**config.mk**
```make
export PLATFORM = sky130hd
export DESIGN_NAME = careful_resume_cwnd_controller_core
export DESIGN_NICKNAME = d
export VERILOG_FILES = /design/src/sv/crcc_pkg.sv /design/src/sv/crcc_dp.sv /design/src/sv/crcc_ctrl.sv /design/src/sv/careful_resume_cwnd_controller_core.sv
export SDC_FILE = /design/constraint.sdc
export NUM_CORES = 2
export LEC_CHECK = 0
export BUFFER_PORTS_ARGS = -buffer_cell sky130_fd_sc_hd__buf_2
export CAP_MARGIN = 20
export CORE_MARGIN = 2
export CORE_UTILIZATION = 64
export DETAILED_ROUTE_END_ITERATION = 10
export GPL_ROUTABILITY_DRIVEN = 0
export PLACE_DENSITY = 0.82
export SLEW_MARGIN = 20
export SYNTH_ARGS = -nofsm -noshare
export SYNTH_HDL_FRONTEND = slang
export SYNTH_SLANG_ARGS = --single-unit
```
**constraint.sdc**
```tcl
create_clock -name i_clk -period 16.3 [get_ports i_clk]
set_clock_uncertainty 0.1 [all_clocks]
set_input_delay 1.63 -clock i_clk [delete_from_list [all_inputs] [get_ports i_clk]]
set_output_delay 1.63 -clock i_clk [all_outputs]
set_load 0.05 [all_outputs]
```
**src/sv/crcc_pkg.sv**
```systemverilog
// ----------------------------------------------------------------------------
// crcc_pkg
// Shared types and constants of the careful resume window controller.
// ----------------------------------------------------------------------------
`default_nettype none

package crcc_pkg;

    localparam int TIME_BITS   = 48;
    localparam int WORD_BITS   = 32;
    localparam int MINW_BITS   = 21;
    localparam int WIN_BITS    = 24;   // start, first and target windows fit here
    localparam int ADDR_BITS   = 5;
    localparam int SAMPLE_BITS = 16;

    localparam logic [WIN_BITS-1:0]  TARGET_CAP  = 24'd10485760;
    localparam logic [WORD_BITS-1:0] RTT_RISE_US = 32'd10000;
    localparam logic [SAMPLE_BITS-1:0] SAMPLES_TO_VALIDATE = 16'd3;

    // request opcodes
    localparam logic [2:0] OP_START   = 3'd0;
    localparam logic [2:0] OP_ACK     = 3'd1;
    localparam logic [2:0] OP_LOSS    = 3'd2;
    localparam logic [2:0] OP_CHECK   = 3'd3;
    localparam logic [2:0] OP_RETREAT = 3'd4;

    // phases
    localparam logic [2:0] PH_NONE        = 3'd0;
    localparam logic [2:0] PH_RECONNECT   = 3'd1;
    localparam logic [2:0] PH_UNVALIDATED = 3'd2;
    localparam logic [2:0] PH_NORMAL      = 3'd3;
    localparam logic [2:0] PH_RETREAT     = 3'd4;

    // events
    localparam logic [1:0] EV_NONE     = 2'd0;
    localparam logic [1:0] EV_COMPLETE = 2'd1;
    localparam logic [1:0] EV_RETREAT  = 2'd2;

    // register indexes
    localparam logic [2:0] REG_SAVED_WINDOW   = 3'd0;
    localparam logic [2:0] REG_SAVED_BDP      = 3'd1;
    localparam logic [2:0] REG_SAVED_RTT      = 3'd2;
    localparam logic [2:0] REG_ENTRY_SSTHRESH = 3'd3;
    localparam logic [2:0] REG_MIN_WINDOW     = 3'd4;

    typedef enum logic [2:0] {
        ST_IDLE,
        ST_DISPATCH,
        ST_JUDGE,
        ST_DIV,
        ST_UPDATE,
        ST_RAMP,
        ST_FINISH,
        ST_EMIT
    } t_state;

    typedef struct packed {
        logic load;
        logic start;
        logic retreat;
        logic add_ack;
        logic add_loss;
        logic sample;
        logic set_phase;
        logic set_still;
        logic div_init;
        logic div_step;
        logic upd_recon;
        logic ramp_init;
        logic ramp_step;
        logic finish;
        logic emit;
    } t_cmd;

    typedef struct packed {
        logic [2:0] op;
        logic       present;
        logic       active;
        logic       rtt_nz;
        logic       path_ok;
        logic       loss_retreat;
        logic       saved_rtt_nz;
        logic       div_last;
        logic       phase_recon;
        logic       rtts_nz;
        logic       ramp_done;
    } t_stat;

endpackage

`default_nettype wire

```
**src/sv/crcc_dp.sv**
```systemverilog
// ----------------------------------------------------------------------------
// crcc_dp
// Datapath: path state, sample checks, elapsed RTT divider, window ramp and
// result registers.
// ----------------------------------------------------------------------------
`default_nettype none

module crcc_dp #(
    parameter int COUNTER_BITS   = 48,
    parameter int RAMP_MAX_STEPS = 4
) (
    input  wire                                i_clk,
    input  wire                                i_rst_n,
    input  crcc_pkg::t_cmd                     i_cmd,
    output crcc_pkg::t_stat                    o_stat,
    input  wire  [2:0]                         i_opcode,
    input  wire  [crcc_pkg::TIME_BITS-1:0]     i_now_us,
    input  wire  [crcc_pkg::WORD_BITS-1:0]     i_byte_count,
    input  wire  [crcc_pkg::WORD_BITS-1:0]     i_rtt_sample_us,
    input  wire  [crcc_pkg::WORD_BITS-1:0]     i_saved_window,
    input  wire  [crcc_pkg::WORD_BITS-1:0]     i_saved_bdp,
    input  wire  [crcc_pkg::WORD_BITS-1:0]     i_saved_rtt_us,
    input  wire  [crcc_pkg::WORD_BITS-1:0]     i_entry_ssthresh,
    input  wire  [crcc_pkg::MINW_BITS-1:0]     i_minimum_window,
    output logic                               o_still_resuming,
    output logic                               o_window_write,
    output logic [crcc_pkg::WORD_BITS-1:0]     o_window_value,
    output logic                               o_ssthresh_write,
    output logic [crcc_pkg::WORD_BITS-1:0]     o_ssthresh_value,
    output logic [2:0]                         o_phase_now,
    output logic [1:0]                         o_event_code
);
    import crcc_pkg::*;

    localparam int CB = COUNTER_BITS;
    localparam int RW = WIN_BITS + RAMP_MAX_STEPS;
    localparam int KB = $clog2(RAMP_MAX_STEPS + 1);
    localparam int DB = $clog2(TIME_BITS);

    // latched request
    logic [2:0]           r_op;
    logic [TIME_BITS-1:0] r_now;
    logic [WORD_BITS-1:0] r_bytes;
    logic [WORD_BITS-1:0] r_rtt;

    // path state
    logic                   r_present;
    logic                   r_active;
    logic [2:0]             r_phase;
    logic [WIN_BITS-1:0]    r_target;
    logic [WIN_BITS-1:0]    r_first;
    logic [WIN_BITS-1:0]    r_window;
    logic [CB-1:0]          r_acked;
    logic [CB-1:0]          r_lost;
    logic [WORD_BITS-1:0]   r_rtts;
    logic [TIME_BITS-1:0]   r_stamp;
    logic [WORD_BITS-1:0]   r_rtt_low;
    logic [WORD_BITS-1:0]   r_rtt_high;
    logic [SAMPLE_BITS-1:0] r_samples;
    logic [WORD_BITS-1:0]   r_kept_ssthresh;
    logic                   r_rtt_bad;

    // divider and ramp
    logic [TIME_BITS-1:0] r_div_q;
    logic [WORD_BITS-1:0] r_div_rem;
    logic [DB-1:0]        r_div_cnt;
    logic [RW-1:0]        r_ramp_w;
    logic [KB-1:0]        r_ramp_k;

    // result being built
    logic                 r_res_still;
    logic                 r_res_ww;
    logic [WIN_BITS-1:0]  r_res_wv;
    logic                 r_res_sw;
    logic [WORD_BITS-1:0] r_res_sv;
    logic [2:0]           r_res_phase;
    logic [1:0]           r_res_event;

    // start window and target
    logic [WIN_BITS-1:0]  mw5;
    logic [29:0]          w_quarter;
    logic [WIN_BITS-1:0]  w_capped;
    logic [WIN_BITS-1:0]  w_start;
    logic [WORD_BITS-1:0] t_min;
    logic [WIN_BITS-1:0]  t_start;

    always_comb begin
        mw5       = (WIN_BITS'(i_minimum_window) << 2) + WIN_BITS'(i_minimum_window);
        w_quarter = i_saved_window[WORD_BITS-1:2];
        w_capped  = (w_quarter > 30'(mw5)) ? mw5 : w_quarter[WIN_BITS-1:0];
        w_start   = (w_capped < WIN_BITS'(i_minimum_window)) ?
                    WIN_BITS'(i_minimum_window) : w_capped;
        t_min     = (i_saved_window > i_saved_bdp) ? i_saved_bdp : i_saved_window;
        t_start   = (t_min > WORD_BITS'(TARGET_CAP)) ? TARGET_CAP : t_min[WIN_BITS-1:0];
    end

    // saturating counters
    logic [CB:0]   ack_sum;
    logic [CB:0]   loss_sum;
    logic [CB-1:0] ack_next;
    logic [CB-1:0] loss_next;

    always_comb begin
        ack_sum   = {1'b0, r_acked} + (CB+1)'(r_bytes);
        loss_sum  = {1'b0, r_lost} + (CB+1)'(r_bytes);
        ack_next  = ack_sum[CB] ? '1 : ack_sum[CB-1:0];
        loss_next = loss_sum[CB] ? '1 : loss_sum[CB-1:0];
    end

    // loss share at least six percent: 47*lost >= 3*acked
    logic [CB+5:0] lost47;
    logic [CB+5:0] acked3;
    logic          loss_hi;
    logic [CB:0]   total;

    always_comb begin
        lost47  = ((CB+6)'(r_lost) << 5) + ((CB+6)'(r_lost) << 4) - (CB+6)'(r_lost);
        acked3  = ((CB+6)'(r_acked) << 1) + (CB+6)'(r_acked);
        loss_hi = (lost47 >= acked3);
        total   = {1'b0, r_acked} + {1'b0, r_lost};
    end

    // sample verdict
    logic rtt_bad_n;
    always_comb begin
        rtt_bad_n = ({1'b0, r_rtt} > {i_saved_rtt_us, 1'b0}) &&
                    ((r_rtt - i_saved_rtt_us) > RTT_RISE_US);
    end

    // divider step
    logic [TIME_BITS-1:0] elapsed;
    logic [WORD_BITS:0]   rem2;
    logic                 q_bit;
    logic [WORD_BITS:0]   rem_diff;
    logic [TIME_BITS-1:0] q_next;
    logic [WORD_BITS-1:0] n32;

    always_comb begin
        elapsed  = (r_now >= r_stamp) ? (r_now - r_stamp) : '0;
        rem2     = {r_div_rem, r_div_q[TIME_BITS-1]};
        q_bit    = (rem2 >= {1'b0, i_saved_rtt_us});
        rem_diff = q_bit ? (rem2 - {1'b0, i_saved_rtt_us}) : rem2;
        q_next   = {r_div_q[TIME_BITS-2:0], q_bit};
        n32      = (|q_next[TIME_BITS-1:WORD_BITS]) ? '1 : q_next[WORD_BITS-1:0];
    end

    // ramp and end of resume
    logic [WIN_BITS-1:0] w_final;
    logic                resume_done;

    always_comb begin
        if (r_rtts != '0) begin
            w_final = (r_ramp_w > RW'(r_target)) ? r_target : r_ramp_w[WIN_BITS-1:0];
        end else begin
            w_final = r_window;
        end
        resume_done = (w_final >= r_target) ||
                      (r_acked >= CB'({r_target, 1'b0})) ||
                      (r_rtts >= WORD_BITS'(RAMP_MAX_STEPS));
    end

    always_comb begin
        o_stat.op           = r_op;
        o_stat.present      = r_present;
        o_stat.active       = r_active;
        o_stat.rtt_nz       = (r_rtt != '0);
        o_stat.path_ok      = !r_rtt_bad && !((r_acked != '0) && loss_hi);
        o_stat.loss_retreat = (total > (CB+1)'(r_first)) && loss_hi;
        o_stat.saved_rtt_nz = (i_saved_rtt_us != '0);
        o_stat.div_last     = (r_div_cnt == DB'(TIME_BITS - 1));
        o_stat.phase_recon  = (r_phase == PH_RECONNECT);
        o_stat.rtts_nz      = (r_rtts != '0);
        o_stat.ramp_done    = (WORD_BITS'(r_ramp_k) >= r_rtts) ||
                              (r_ramp_k == KB'(RAMP_MAX_STEPS));
    end

    always_ff @(posedge i_clk) begin
        if (!i_rst_n) begin
            r_present       <= 1'b0;
            r_active        <= 1'b0;
            r_phase         <= PH_NONE;
            r_target        <= '0;
            r_first         <= '0;
            r_window        <= '0;
            r_acked         <= '0;
            r_lost          <= '0;
            r_rtts          <= '0;
            r_stamp         <= '0;
            r_rtt_low       <= '1;
            r_rtt_high      <= '0;
            r_samples       <= '0;
            r_kept_ssthresh <= '0;
            r_rtt_bad       <= 1'b0;
        end else begin
            if (i_cmd.load) begin
                r_rtt_bad <= 1'b0;
            end
            if (i_cmd.start || i_cmd.retreat) begin
                r_present       <= i_cmd.start;
                r_active        <= i_cmd.start;
                r_phase         <= i_cmd.start ? PH_RECONNECT : PH_NONE;
                r_target        <= i_cmd.start ? t_start : '0;
                r_first         <= i_cmd.start ? w_start : '0;
                r_window        <= i_cmd.start ? w_start : '0;
                r_acked         <= '0;
                r_lost          <= '0;
                r_rtts          <= '0;
                r_stamp         <= i_cmd.start ? r_now : '0;
                r_rtt_low       <= '1;
                r_rtt_high      <= '0;
                r_samples       <= '0;
                r_kept_ssthresh <= i_cmd.start ? i_entry_ssthresh : '0;
            end
            if (i_cmd.add_ack) begin
                r_acked <= ack_next;
            end
            if (i_cmd.add_loss) begin
                r_lost <= loss_next;
            end
            if (i_cmd.sample) begin
                if (r_samples != '1) begin
                    r_samples <= r_samples + 1'b1;
                end
                if (r_rtt < r_rtt_low) begin
                    r_rtt_low <= r_rtt;
                end
                if (r_rtt > r_rtt_high) begin
                    r_rtt_high <= r_rtt;
                end
                r_rtt_bad <= rtt_bad_n;
            end
            if (i_cmd.div_step && o_stat.div_last && (n32 > r_rtts)) begin
                r_rtts <= n32;
            end
            if (i_cmd.upd_recon && (r_samples >= SAMPLES_TO_VALIDATE)) begin
                r_phase <= PH_UNVALIDATED;
            end
            if (i_cmd.finish) begin
                if (r_rtts != '0) begin
                    r_window <= w_final;
                end
                if (resume_done) begin
                    r_phase  <= PH_NORMAL;
                    r_active <= 1'b0;
                end
            end
        end
    end

    always_ff @(posedge i_clk) begin
        if (i_cmd.load) begin
            r_op        <= i_opcode;
            r_now       <= i_now_us;
            r_bytes     <= i_byte_count;
            r_rtt       <= i_rtt_sample_us;
            r_res_still <= 1'b0;
            r_res_ww    <= 1'b0;
            r_res_wv    <= '0;
            r_res_sw    <= 1'b0;
            r_res_sv    <= '0;
            r_res_phase <= PH_NONE;
            r_res_event <= EV_NONE;
        end
        if (i_cmd.start) begin
            r_res_ww    <= 1'b1;
            r_res_wv    <= w_start;
            r_res_phase <= PH_RECONNECT;
        end
        if (i_cmd.retreat) begin
            r_res_still <= 1'b0;
            r_res_ww    <= 1'b1;
            r_res_wv    <= WIN_BITS'(i_minimum_window);
            r_res_sw    <= 1'b1;
            r_res_sv    <= r_kept_ssthresh;
            r_res_phase <= PH_RETREAT;
            r_res_event <= EV_RETREAT;
        end
        if (i_cmd.set_phase) begin
            r_res_phase <= r_phase;
        end
        if (i_cmd.set_still) begin
            r_res_still <= o_stat.path_ok;
        end
        if (i_cmd.upd_recon) begin
            r_res_still <= 1'b1;
            r_res_phase <= (r_samples >= SAMPLES_TO_VALIDATE) ? PH_UNVALIDATED : r_phase;
        end
        if (i_cmd.div_init) begin
            r_div_q   <= elapsed;
            r_div_rem <= '0;
            r_div_cnt <= '0;
        end
        if (i_cmd.div_step) begin
            r_div_q   <= q_next;
            r_div_rem <= rem_diff[WORD_BITS-1:0];
            r_div_cnt <= r_div_cnt + 1'b1;
        end
        if (i_cmd.ramp_init) begin
            r_ramp_w <= RW'(r_first);
            r_ramp_k <= '0;
        end
        if (i_cmd.ramp_step) begin
            r_ramp_w <= r_ramp_w + (r_ramp_w >> 1);
            r_ramp_k <= r_ramp_k + 1'b1;
        end
        if (i_cmd.finish) begin
            if (r_rtts != '0) begin
                r_res_ww <= 1'b1;
                r_res_wv <= w_final;
            end
            if (resume_done) begin
                r_res_still <= 1'b0;
                r_res_phase <= PH_NORMAL;
                r_res_event <= EV_COMPLETE;
            end else begin
                r_res_still <= 1'b1;
                r_res_phase <= r_phase;
            end
        end
        if (i_cmd.emit) begin
            o_still_resuming <= r_res_still;
            o_window_write   <= r_res_ww;
            o_window_value   <= WORD_BITS'(r_res_wv);
            o_ssthresh_write <= r_res_sw;
            o_ssthresh_value <= r_res_sv;
            o_phase_now      <= r_res_phase;
            o_event_code     <= r_res_event;
        end
    end

endmodule

`default_nettype wire

```
**src/sv/crcc_ctrl.sv**
```systemverilog
// ----------------------------------------------------------------------------
// crcc_ctrl
// Sequencer: steps one request through the datapath and owns the result
// handshake.
// ----------------------------------------------------------------------------
`default_nettype none

module crcc_ctrl (
    input  wire              i_clk,
    input  wire              i_rst_n,
    input  wire              i_in_valid,
    output logic             o_in_ready,
    output logic             o_out_valid,
    input  wire              i_out_ready,
    input  crcc_pkg::t_stat  i_stat,
    output crcc_pkg::t_cmd   o_cmd
);
    import crcc_pkg::*;

    t_state r_state;
    t_state n_state;
    logic   r_out_valid;
    logic   n_out_valid;

    always_ff @(posedge i_clk) begin
        if (!i_rst_n) begin
            r_state     <= ST_IDLE;
            r_out_valid <= 1'b0;
        end else begin
            r_state     <= n_state;
            r_out_valid <= n_out_valid;
        end
    end

    always_comb begin
        n_state     = r_state;
        n_out_valid = r_out_valid && !i_out_ready;
        o_cmd       = '0;
        o_in_ready  = (r_state == ST_IDLE);
        unique case (r_state)
            ST_IDLE: begin
                if (i_in_valid) begin
                    o_cmd.load = 1'b1;
                    n_state    = ST_DISPATCH;
                end
            end
            ST_DISPATCH: begin
                if (i_stat.op == OP_START) begin
                    o_cmd.start = 1'b1;
                    n_state     = ST_EMIT;
                end else if (i_stat.op == OP_RETREAT) begin
                    o_cmd.retreat = i_stat.present;
                    n_state       = ST_EMIT;
                end else begin
                    o_cmd.set_phase = 1'b1;
                    if (!i_stat.present || !i_stat.active || i_stat.op > OP_RETREAT) begin
                        n_state = ST_EMIT;
                    end else begin
                        o_cmd.sample   = (i_stat.op == OP_CHECK) ||
                                         ((i_stat.op == OP_ACK) && i_stat.rtt_nz);
                        o_cmd.add_ack  = (i_stat.op == OP_ACK);
                        o_cmd.add_loss = (i_stat.op == OP_LOSS);
                        n_state        = ST_JUDGE;
                    end
                end
            end
            ST_JUDGE: begin
                unique case (i_stat.op)
                    OP_CHECK: begin
                        o_cmd.set_still = 1'b1;
                        n_state         = ST_EMIT;
                    end
                    OP_LOSS: begin
                        o_cmd.retreat = i_stat.loss_retreat;
                        n_state       = ST_EMIT;
                    end
                    OP_ACK: begin
                        if (i_stat.rtt_nz && !i_stat.path_ok) begin
                            o_cmd.retreat = 1'b1;
                            n_state       = ST_EMIT;
                        end else if (i_stat.saved_rtt_nz) begin
                            o_cmd.div_init = 1'b1;
                            n_state        = ST_DIV;
                        end else begin
                            n_state = ST_UPDATE;
                        end
                    end
                    default: begin
                        n_state = ST_EMIT;
                    end
                endcase
            end
            ST_DIV: begin
                o_cmd.div_step = 1'b1;
                if (i_stat.div_last) begin
                    n_state = ST_UPDATE;
                end
            end
            ST_UPDATE: begin
                if (i_stat.phase_recon) begin
                    o_cmd.upd_recon = 1'b1;
                    n_state         = ST_EMIT;
                end else if (i_stat.rtts_nz) begin
                    o_cmd.ramp_init = 1'b1;
                    n_state         = ST_RAMP;
                end else begin
                    n_state = ST_FINISH;
                end
            end
            ST_RAMP: begin
                if (i_stat.ramp_done) begin
                    n_state = ST_FINISH;
                end else begin
                    o_cmd.ramp_step = 1'b1;
                end
            end
            ST_FINISH: begin
                o_cmd.finish = 1'b1;
                n_state      = ST_EMIT;
            end
            ST_EMIT: begin
                if (!r_out_valid || i_out_ready) begin
                    o_cmd.emit  = 1'b1;
                    n_out_valid = 1'b1;
                    n_state     = ST_IDLE;
                end
            end
            default: begin
                n_state = ST_IDLE;
            end
        endcase
    end

    assign o_out_valid = r_out_valid;

endmodule

`default_nettype wire

```
**src/sv/careful_resume_cwnd_controller_core.sv**
```systemverilog
// ----------------------------------------------------------------------------
// careful_resume_cwnd_controller_core
// Careful resume congestion window controller for one path.
// ----------------------------------------------------------------------------
// One request in, one result out. Start, retreat, unknown opcodes and requests
// on an idle path go from dispatch straight to the result; check and loss pass
// through the judge first. An ack can also run the bit-serial divider that
// turns elapsed time into saved RTTs (48 steps) and the ramp, one 3/2 step
// per cycle. A new request is taken once the previous one has moved into the
// output register, while that result still waits for its sink.
`default_nettype none

module careful_resume_cwnd_controller_core #(
    parameter int RAMP_MAX_STEPS = 4,
    parameter int COUNTER_BITS   = 48
) (
    input  wire          i_clk,
    input  wire          i_rst_n,
    input  wire          i_s_axis_tvalid,
    output logic         o_s_axis_tready,
    input  wire  [111:0] i_s_axis_tdata,   // now_us[47:0], byte_count, rtt_sample_us
    input  wire  [2:0]   i_s_axis_tuser,   // opcode
    output logic         o_m_axis_tvalid,
    input  wire          i_m_axis_tready,
    // still_resuming, window_write, window_value[31:0], ssthresh_write,
    // ssthresh_value[31:0], phase_now[2:0], event_code[1:0]
    output logic [71:0]  o_m_axis_tdata,
    input  wire          psel,
    input  wire          penable,
    input  wire          pwrite,
    input  wire  [crcc_pkg::ADDR_BITS-1:0] paddr,
    input  wire  [31:0]  pwdata,
    output logic [31:0]  prdata,
    output logic         pready
);
    import crcc_pkg::*;

    logic [WORD_BITS-1:0] r_saved_window;
    logic [WORD_BITS-1:0] r_saved_bdp;
    logic [WORD_BITS-1:0] r_base_rtt;
    logic [WORD_BITS-1:0] r_entry_ssthresh;
    logic [MINW_BITS-1:0] r_min_window;
    logic [2:0]           reg_idx;

    assign pready  = 1'b1;
    assign reg_idx = paddr[ADDR_BITS-1:2];

    always_ff @(posedge i_clk) begin
        if (!i_rst_n) begin
            r_saved_window   <= '0;
            r_saved_bdp      <= '0;
            r_base_rtt       <= '0;
            r_entry_ssthresh <= '0;
            r_min_window     <= 21'd2400;
        end else if (psel && penable && pwrite) begin
            unique case (reg_idx)
                REG_SAVED_WINDOW:   r_saved_window   <= pwdata;
                REG_SAVED_BDP:      r_saved_bdp      <= pwdata;
                REG_SAVED_RTT:      r_base_rtt       <= pwdata;
                REG_ENTRY_SSTHRESH: r_entry_ssthresh <= pwdata;
                REG_MIN_WINDOW:     r_min_window     <= pwdata[MINW_BITS-1:0];
                default: ;
            endcase
        end
    end

    always_comb begin
        unique case (reg_idx)
            REG_SAVED_WINDOW:   prdata = r_saved_window;
            REG_SAVED_BDP:      prdata = r_saved_bdp;
            REG_SAVED_RTT:      prdata = r_base_rtt;
            REG_ENTRY_SSTHRESH: prdata = r_entry_ssthresh;
            REG_MIN_WINDOW:     prdata = 32'(r_min_window);
            default:            prdata = '0;
        endcase
    end

    t_cmd  cmd;
    t_stat stat;

    crcc_ctrl u_ctrl (
        .i_clk       (i_clk),
        .i_rst_n     (i_rst_n),
        .i_in_valid  (i_s_axis_tvalid),
        .o_in_ready  (o_s_axis_tready),
        .o_out_valid (o_m_axis_tvalid),
        .i_out_ready (i_m_axis_tready),
        .i_stat      (stat),
        .o_cmd       (cmd)
    );

    crcc_dp #(
        .COUNTER_BITS   (COUNTER_BITS),
        .RAMP_MAX_STEPS (RAMP_MAX_STEPS)
    ) u_dp (
        .i_clk            (i_clk),
        .i_rst_n          (i_rst_n),
        .i_cmd            (cmd),
        .o_stat           (stat),
        .i_opcode         (i_s_axis_tuser),
        .i_now_us         (i_s_axis_tdata[47:0]),
        .i_byte_count     (i_s_axis_tdata[79:48]),
        .i_rtt_sample_us  (i_s_axis_tdata[111:80]),
        .i_saved_window   (r_saved_window),
        .i_saved_bdp      (r_saved_bdp),
        .i_saved_rtt_us   (r_base_rtt),
        .i_entry_ssthresh (r_entry_ssthresh),
        .i_minimum_window (r_min_window),
        .o_still_resuming (o_m_axis_tdata[0]),
        .o_window_write   (o_m_axis_tdata[1]),
        .o_window_value   (o_m_axis_tdata[33:2]),
        .o_ssthresh_write (o_m_axis_tdata[34]),
        .o_ssthresh_value (o_m_axis_tdata[66:35]),
        .o_phase_now      (o_m_axis_tdata[69:67]),
        .o_event_code     (o_m_axis_tdata[71:70])
    );

endmodule

`default_nettype wire

```
# [Word level (Yosys, flattened, before mapping)]
# Cells that the tools add are included.
[word_totals] word_cells=266 output_inout_bits=107 reg_bits=815 in_bits=159
[classes] reduce_logical=50 eq_ne=23 muxes=118 order_cmp=18 add_sub_neg=14
[ops] operator="48-bit two-way mux" n=9
[ops] operator="24-bit two-way mux" n=15
[ops] operator="32-bit two-way mux" n=10
[ops] operator="32-bit one-hot mux with 5 select lines" n=1
[ops] operator="48-bit by 32-bit adder with 49-bit output" n=2
[ops] operator="32-bit nonzero test" n=3
[ops] operator="3-bit two-way mux" n=25
[ops] operator="32-bit > comparator" n=2
[ops] operator="32-bit subtractor" n=2
[ops] operator="28-bit two-way mux" n=2
[ops] operator="53-bit by 52-bit adder with 54-bit output" n=1
[ops] operator="54-bit >= comparator" n=1
[ops] operator="54-bit by 48-bit subtractor with 54-bit output" n=1
[ops] operator="49-bit by 48-bit adder with 50-bit output" n=1
[ops] operator="48-bit by 48-bit adder with 49-bit output" n=1
[ops] operator="49-bit by 24-bit > comparator with 1-bit output" n=1
[ops] operator="48-bit by 25-bit >= comparator with 1-bit output" n=1
[ops] operator="48-bit >= comparator" n=1
[ops] operator="16-bit two-way mux" n=3
[ops] operator="48-bit nonzero test" n=1
[ops] operator="48-bit subtractor" n=1
[ops] operator="1-bit two-way mux" n=37
[ops] operator="33-bit by 32-bit >= comparator with 1-bit output" n=1
[ops] operator="32-bit by 33-bit > comparator with 1-bit output" n=1
[ops] operator="38 further kinds" n=100

# [Logic depth before layout (Yosys ltp)]
[logic_depth] ltp_word=16 ltp_mapped=36 depth_no_buf=33

# [Hierarchy]
# From an unflattened synthesis, not the netlist that was laid out.
[hier_totals] cells_unflattened=6848 area_unflattened_um2=60574.3
[by_module_without_submodules] mod="crcc_dp" cells_per_inst=6116 instances=1 seq_area_each_um2=16575.9 area_each_um2=53430.0
[by_module_without_submodules] mod="careful_resume_cwnd_controller_core" cells_per_inst=661 instances=1 seq_area_each_um2=2982.9 area_each_um2=6585.1
[by_module_without_submodules] mod="crcc_ctrl" cells_per_inst=71 instances=1 seq_area_each_um2=80.1 area_each_um2=559.3

# [Worst setup path before layout]
# No wires, ideal clock.
[synth_path] path_kind="flip-flop to flip-flop" startpoint="register u_dp.r_acked[4]" endpoint="register u_dp.r_div_cnt[0], enable pin" setup_slack_ns=3.261 setup_time_ns=0.657 period_less_slack_ns=13.039 required_ns=15.543 path_buffers=0 arrival_time_ns=12.282 stages_incl_launch_ff=28 cell_sequence="dfxtp_1 inv_1 ha_1 a2111oi_0 o21ai_0 a21oi_1 o221ai_1 a211oi_1 o21ai_0 a311oi_1 o31a_1 a21oi_1 o41ai_1 nor2_1 a31oi_1 xor2_1 ha_1 a21o_1 a21o_1 a21oi_1 o21ai_0 nand3_1 nand3_1 a31o_2 or4_4 o21a_1 or2_2 o31ai_1"
[synth_between] elab_chain_cells=11 word_cells_on_any_way=12 classes_between="add/sub (1); order compare (1); mux (3); reduce/logical (7)"
[synth_lines] element="start, declared" line="crcc_dp.sv:53" text="logic [CB-1:0] r_acked;"
[synth_lines] element="start signal, assigned" line="crcc_dp.sv:215" text="r_acked <= ack_next;"
[synth_lines] element="49-bit by 48-bit adder with 50-bit output" line="crcc_dp.sv:118" text="acked3 = ((CB+6)'(r_acked) << 1) + (CB+6)'(r_acked);"
[synth_lines] element="54-bit >= comparator" line="crcc_dp.sv:119" text="loss_hi = (lost47 >= acked3);"
[synth_lines] element="1-bit logical AND *" line="crcc_dp.sv:167" text="o_stat.path_ok = !r_rtt_bad && !((r_acked != '0) && loss_hi);"
[synth_lines] element="1-bit zero test *" line="crcc_dp.sv:167"
[synth_lines] element="1-bit logical AND *" line="crcc_dp.sv:167"
[synth_lines] element="1-bit zero test *" line="crcc_ctrl.sv:78" text="if (i_stat.rtt_nz && !i_stat.path_ok) begin"
[synth_lines] element="1-bit logical AND *" line="crcc_ctrl.sv:78"
[synth_lines] element="1-bit two-way mux *" line="crcc_ctrl.sv:78"
[synth_lines] element="1-bit two-way mux *" line="crcc_ctrl.sv:68" text="unique case (i_stat.op)"
[synth_lines] element="2-bit two-way mux *" line="crcc_ctrl.sv:40" text="unique case (r_state)"
[synth_lines] element="2-bit nonzero test (no line) *"
[synth_lines] element="end signal, assigned" line="crcc_dp.sv:296" text="r_div_cnt <= r_div_cnt + 1'b1;"
[synth_lines] element="end, declared" line="crcc_dp.sv:66" text="logic [DB-1:0] r_div_cnt;"
# Mark *: on every way between the ends. The rest lies on a longest branch, timed or not.
# A chain may end at the register's enable or synchronous reset.

# [Worst setup path after layout]
[layout_path] startpoint="register u_dp.r_acked[4]" endpoint="register u_dp.r_lost[33]"
[layout_between] elab_chain_cells=12 word_cells_on_any_way=16 classes_between="add/sub (2); order compare (2); mux (3); reduce/logical (9)"
[layout_lines] element="49-bit by 48-bit adder with 50-bit output" line="crcc_dp.sv:118"
[layout_lines] element="54-bit >= comparator" line="crcc_dp.sv:119"
[layout_lines] element="1-bit logical AND" line="crcc_dp.sv:167"
[layout_lines] element="1-bit zero test" line="crcc_dp.sv:167"
[layout_lines] element="1-bit logical AND" line="crcc_dp.sv:167"
[layout_lines] element="1-bit zero test" line="crcc_ctrl.sv:78"
[layout_lines] element="1-bit logical AND" line="crcc_ctrl.sv:78"
[layout_lines] element="1-bit two-way mux" line="crcc_ctrl.sv:78"
[layout_lines] element="1-bit one-hot mux with 2 select lines *" line="crcc_ctrl.sv:68"
[layout_lines] element="1-bit one-hot mux with 2 select lines *" line="crcc_ctrl.sv:40"
[layout_lines] element="1-bit logical OR *" line="crcc_dp.sv:198" text="if (i_cmd.start || i_cmd.retreat) begin"
[layout_lines] element="2-bit nonzero test (no line) *"
[layout_lines] element="end signal, assigned" line="crcc_dp.sv:218" text="r_lost <= loss_next;"
[layout_lines] element="end, declared" line="crcc_dp.sv:54" text="logic [CB-1:0] r_lost;"
# Marks and branches as above.

==> results summary <==
The post-route minimum period came out at 10.10 ns. The final count of pins violating max slew is 0. The number of hold buffers added after cts is 0. The clock net sink count is between 800 and 900. The fraction of layout instances using a drive strength above 1 is 0.08043.

The worst path arrival time is 10.62 ns. The pre-antenna-repair detailed-routing pass consisted of 9 iterations. The clock tree synthesis step divided the H-tree into 3 levels. The fraction of post-synthesis cell area in the top cell type by area came out at 0.1674. Dividing the synthesized area by the synthesized cell count gives ~8.5 um^2. The worst setup path is captured at a register. The HPWL after detailed placement is between 100000 and 150000 um. The die is between 300 and 400 um tall. The final worst slack came out at 6.197 ns.

The fraction of registers with async set or reset after synthesis came out at 0. The power dissipated by switching net loads came out at approximately 2.0 mW. Compared with the post-synthesis result, the final layout area differs by 8.958%. The standby leakage power came out at about 27 nW. The flow ran to the end, and the final reports show no timing, DRC or antenna violations. The part of the total power dissipated in sequential elements is 0.412. The final hold violation count is 0. The worst slack after detailed placement is between 6 and 7 ns.

For this run, the slowest stage of the critical path takes 0.80 ns. The mapped cell area came out at 59560 um^2. The number of maximum-capacitance constraint violations is 0. The global routing stage identified its most utilized layer as met2. The clock input transition at the sequential cells of the worst setup and hold paths is about 0.070 ns.

The floorplan step defined a core boundary enclosing slightly above 90000 um^2. The count of buffers added on input and output ports is between 200 and 300. Along the worst path, the maximum fanout reaches between 40 and 50.

The fmax is around 99 MHz. Data on the critical path is required at its endpoint by 16.81 ns. The count of nets after finishing came out at 8031. The I/O pin total came out at 266.

The number of synthesized flops with an enable pin is 332. The peak ir drop on the vdd network is ~110 uV. The worst hold path belongs to the class register to register. The number of remaining DRC errors is 0.

Cell internal power was estimated by the tool at 4.199 mW. Synthesis produced a netlist whose cell count is ~7000. For this block, the routed nets add up to 175900 um of wire.

The met3 routing resource usage after global routing is 0.06125. The pin count of the biggest net entering global routing is 90. The floorplan step defined a die boundary enclosing around 96000 um^2. The clock reaches the later pin of the worst-skew pair after approximately 0.7 ns.

TritonCTS built the clock tree. In the global route stage, overall resource usage came out at 0.3597. The cell row count is 111.

The x dimension of the die came out at around 310 um. The antenna violation net count after detailed routing came out at 0. The setup violation total in the final timing report is 0.

Yosys instantiated no cell more often than sky130_fd_sc_hd__nand2_1. Dividing the detail-routed wire length by the instance count gives 20.83 um. The remaining global-route overflow came out at 0. Dividing the final minimum period by the clock period gives 0.6198. Of the total power, the share spent switching nets is 0.3186. The primary flip-flop cell chosen by synthesis mapping is sky130_fd_sc_hd__dfxtp_1. The actual slew at the worst max-slew pin is 1.195 ns. The buffer count from post-CTS setup fixing is 0. Measured in cells, the most critical reg-to-reg path has a length of 30. Measured against its own limit, the worst slew margin works out to 0.2033. The met1 layer usage reported by global route came out at 0.4586.

The number of synthesized register bits is approximately 820. The number of antenna violations at the first check in global routing came out at 12. The first global-routing pass estimated 275500 um of wire. The number of different library cells used by synthesis comes to approximately 90. The worst hold path was traced through 0 stages. Ranked by total cell area, the synthesized netlist is headed by sky130_fd_sc_hd__edfxtp_1 17%, sky130_fd_sc_hd__dfxtp_1 16%, sky130_fd_sc_hd__ha_1 15%. Counting the buffers created by CTS gives between 80 and 90. The via count of the routed design is 54720.

The initial utilization of the core area, before any placement, comes to 0.6478. The critical path class is register to register. The number of DRC violations after detailed-routing iteration 0 is between 6000 and 7000. The clock passes through at most 3 buffers. The dominant cell type by count on the critical path is sky130_fd_sc_hd__a21oi_1. The cell at the root of the clock tree is sky130_fd_sc_hd__clkbuf_16. The most area-hungry cell type in the Yosys netlist is sky130_fd_sc_hd__edfxtp_1. Setup repair after global routing left no endpoint under its margin. The fill cell instance count of the final layout came out at a little over 7000.

The clock share of power is 0.347. Using the TritonRoute via totals, the vias-per-cell ratio works out to 6.479. The warning count from the yosys run came out at 0. Of the total power, combinational logic draws 0.242. The sum of negative setup slack is 0 ns.

The global routing usage on met2 is 0.5701. The worst-path cell with the longest stage delay is sky130_fd_sc_hd__o41ai_1. The number of gates resized after CTS was 0.

Power spread over the standard cell area amounts to ~95 nW/um^2. The proportion of synthesized chip area in sequential cells is 0.3297. The worst setup path is launched from a register. The number of global-route vias before repair came out at 52010. By count the netlist is led by 715 x sky130_fd_sc_hd__nand2_1, 696 x sky130_fd_sc_hd__ha_1, 677 x sky130_fd_sc_hd__a21oi_1.
[power by group through the flow]
stage               Clock, mW  Sequential, mW  Combinational [mW]
finish                   2.14            2.54                1.49
CTS                      2.15            2.53                1.46
floorplan                   0            2.53                1.09
global placement            0            2.56                1.40
global route             2.23            2.54                1.63
detailed placement          0            2.57                1.44
[per-stage QoR]
| step | hold slack [ns] | total power, mW | util | std cells | cell area, um^2 |
|---|---|---|---|---|---|
| 2_1_floorplan | 0.3000 | 3.620 | - | 7006 | 59580 |
| 3_3_place_gp | 0.3032 | 3.962 | 0.6722 | 8274 | 61800 |
| 3_5_place_dp | 0.3045 | 4.011 | 0.6722 | 8274 | 61800 |
| 4_1_cts | 0.3150 | 6.135 | 0.7056 | 8441 | 64870 |
| 5_1_grt | 0.3277 | 6.407 | 0.7058 | 8446 | 64890 |
| 6_report | 0.3101 | 6.162 | 0.7058 | 8446 | 64890 |
[final cells by class]
| cell class | count | area [um^2] | area share |
|---|---|---|---|
| multi-input cells | 5338 | 36800 | 0.5670 |
| flip-flops and latches | 815 | 19640 | 0.3026 |
| clock buffers | 120 | 2454 | 0.03781 |
| inverters | 574 | 2162 | 0.03332 |
| repair buffers | 305 | 1658 | 0.02555 |
| well taps | 1243 | 1555 | 0.02397 |
| clock inverters | 47 | 619.3 | 0.009544 |
| diodes | 4 | 10.01 | 0.0001542 |
[worst max-delay path, delay by kind of cell (launching register included)]
kind	cells	cell delay, ns
xor gates and xnor gates	1	0.26
AOI/OAI and AO/OA	17	5.53
adders and majority gates	2	0.69
buffers and inverters	2	0.57
and+or+nand+nor	8	2.40
DFF	1	0.45
[cell families (layout without fill, tap and decap cells)]
| logic type | after synthesis | count (layout) | synth area share |
|---|---|---|---|
| buffers and inverters | 853 | 1046 | 0.05554 |
| flip-flops | 815 | 815 | 0.3297 |
| multiplexers | 45 | 45 | 0.009937 |
| AND/OR/NAND/NOR | 2035 | 2035 | 0.1619 |
| adder cells (fa/ha/maj) | 749 | 749 | 0.1640 |
| other | 2 | 13 | 0.0001261 |
| XOR/XNOR | 298 | 298 | 0.04382 |
| AO/OA/AOI/OAI | 2202 | 2202 | 0.2349 |
[sequential cells by signal, indices dropped and copies added (netlist names), 48 cells and up]
register and count:
u_dp.r_stamp 48, u_dp.r_div_q 48, u_dp.r_acked 48, u_dp.r_now 48
u_dp.r_lost 48
[placed cells by master, fill, tap and decap left out, types with 31 or more instances in the layout]
master	instances
sky130_fd_sc_hd__a211oi_1	60
sky130_fd_sc_hd__a21o_1	235
sky130_fd_sc_hd__a21oi_1	674
sky130_fd_sc_hd__a22o_1	84
sky130_fd_sc_hd__a22oi_1	60
sky130_fd_sc_hd__a31oi_1	53
sky130_fd_sc_hd__and2_1	59
sky130_fd_sc_hd__and3_1	58
sky130_fd_sc_hd__buf_2	254
sky130_fd_sc_hd__buf_4	50
sky130_fd_sc_hd__clkbuf_16	89
sky130_fd_sc_hd__dfxtp_1	483
sky130_fd_sc_hd__edfxtp_1	332
sky130_fd_sc_hd__fa_1	53
sky130_fd_sc_hd__ha_1	696
sky130_fd_sc_hd__inv_1	572
sky130_fd_sc_hd__mux2i_1	31
sky130_fd_sc_hd__nand2_1	715
sky130_fd_sc_hd__nand2b_1	74
sky130_fd_sc_hd__nand3_1	143
sky130_fd_sc_hd__nand4_1	125
sky130_fd_sc_hd__nor2_1	450
sky130_fd_sc_hd__nor2b_1	91
sky130_fd_sc_hd__nor3_1	105
sky130_fd_sc_hd__nor4_1	72
sky130_fd_sc_hd__o211ai_1	35
sky130_fd_sc_hd__o21a_1	72
sky130_fd_sc_hd__o21ai_0	519
sky130_fd_sc_hd__o21bai_1	49
sky130_fd_sc_hd__o22ai_1	35
sky130_fd_sc_hd__o31ai_1	32
sky130_fd_sc_hd__or3_1	36
sky130_fd_sc_hd__xnor2_1	190
sky130_fd_sc_hd__xor2_1	108
[layer usage]
layer | up-vias | routed length, um | part of all wire
met4 | 10 | 11990 | 0.068
met2 | 2899 | 78160 | 0.44
met5 | - | 55 | 0.00031
li1 | 25590 | - | -
met1 | 25580 | 68620 | 0.39
met3 | 647 | 17090 | 0.097
[worst paths after layout]
| check | start | end | slack, ns |
|---|---|---|---|
| worst max-delay path | u_dp.r_acked[4] | u_dp.r_lost[33] | 6.20 |
| worst min-delay path | u_dp.r_res_sv[12] | u_dp.o_ssthresh_value[12] | 0.31 |
| worst max register to register | u_dp.r_acked[4] | u_dp.r_lost[33] | 6.20 |
| worst min register to register | u_dp.r_res_sv[12] | u_dp.o_ssthresh_value[12] | 0.31 |
Power figures use the tool's default switching activity.
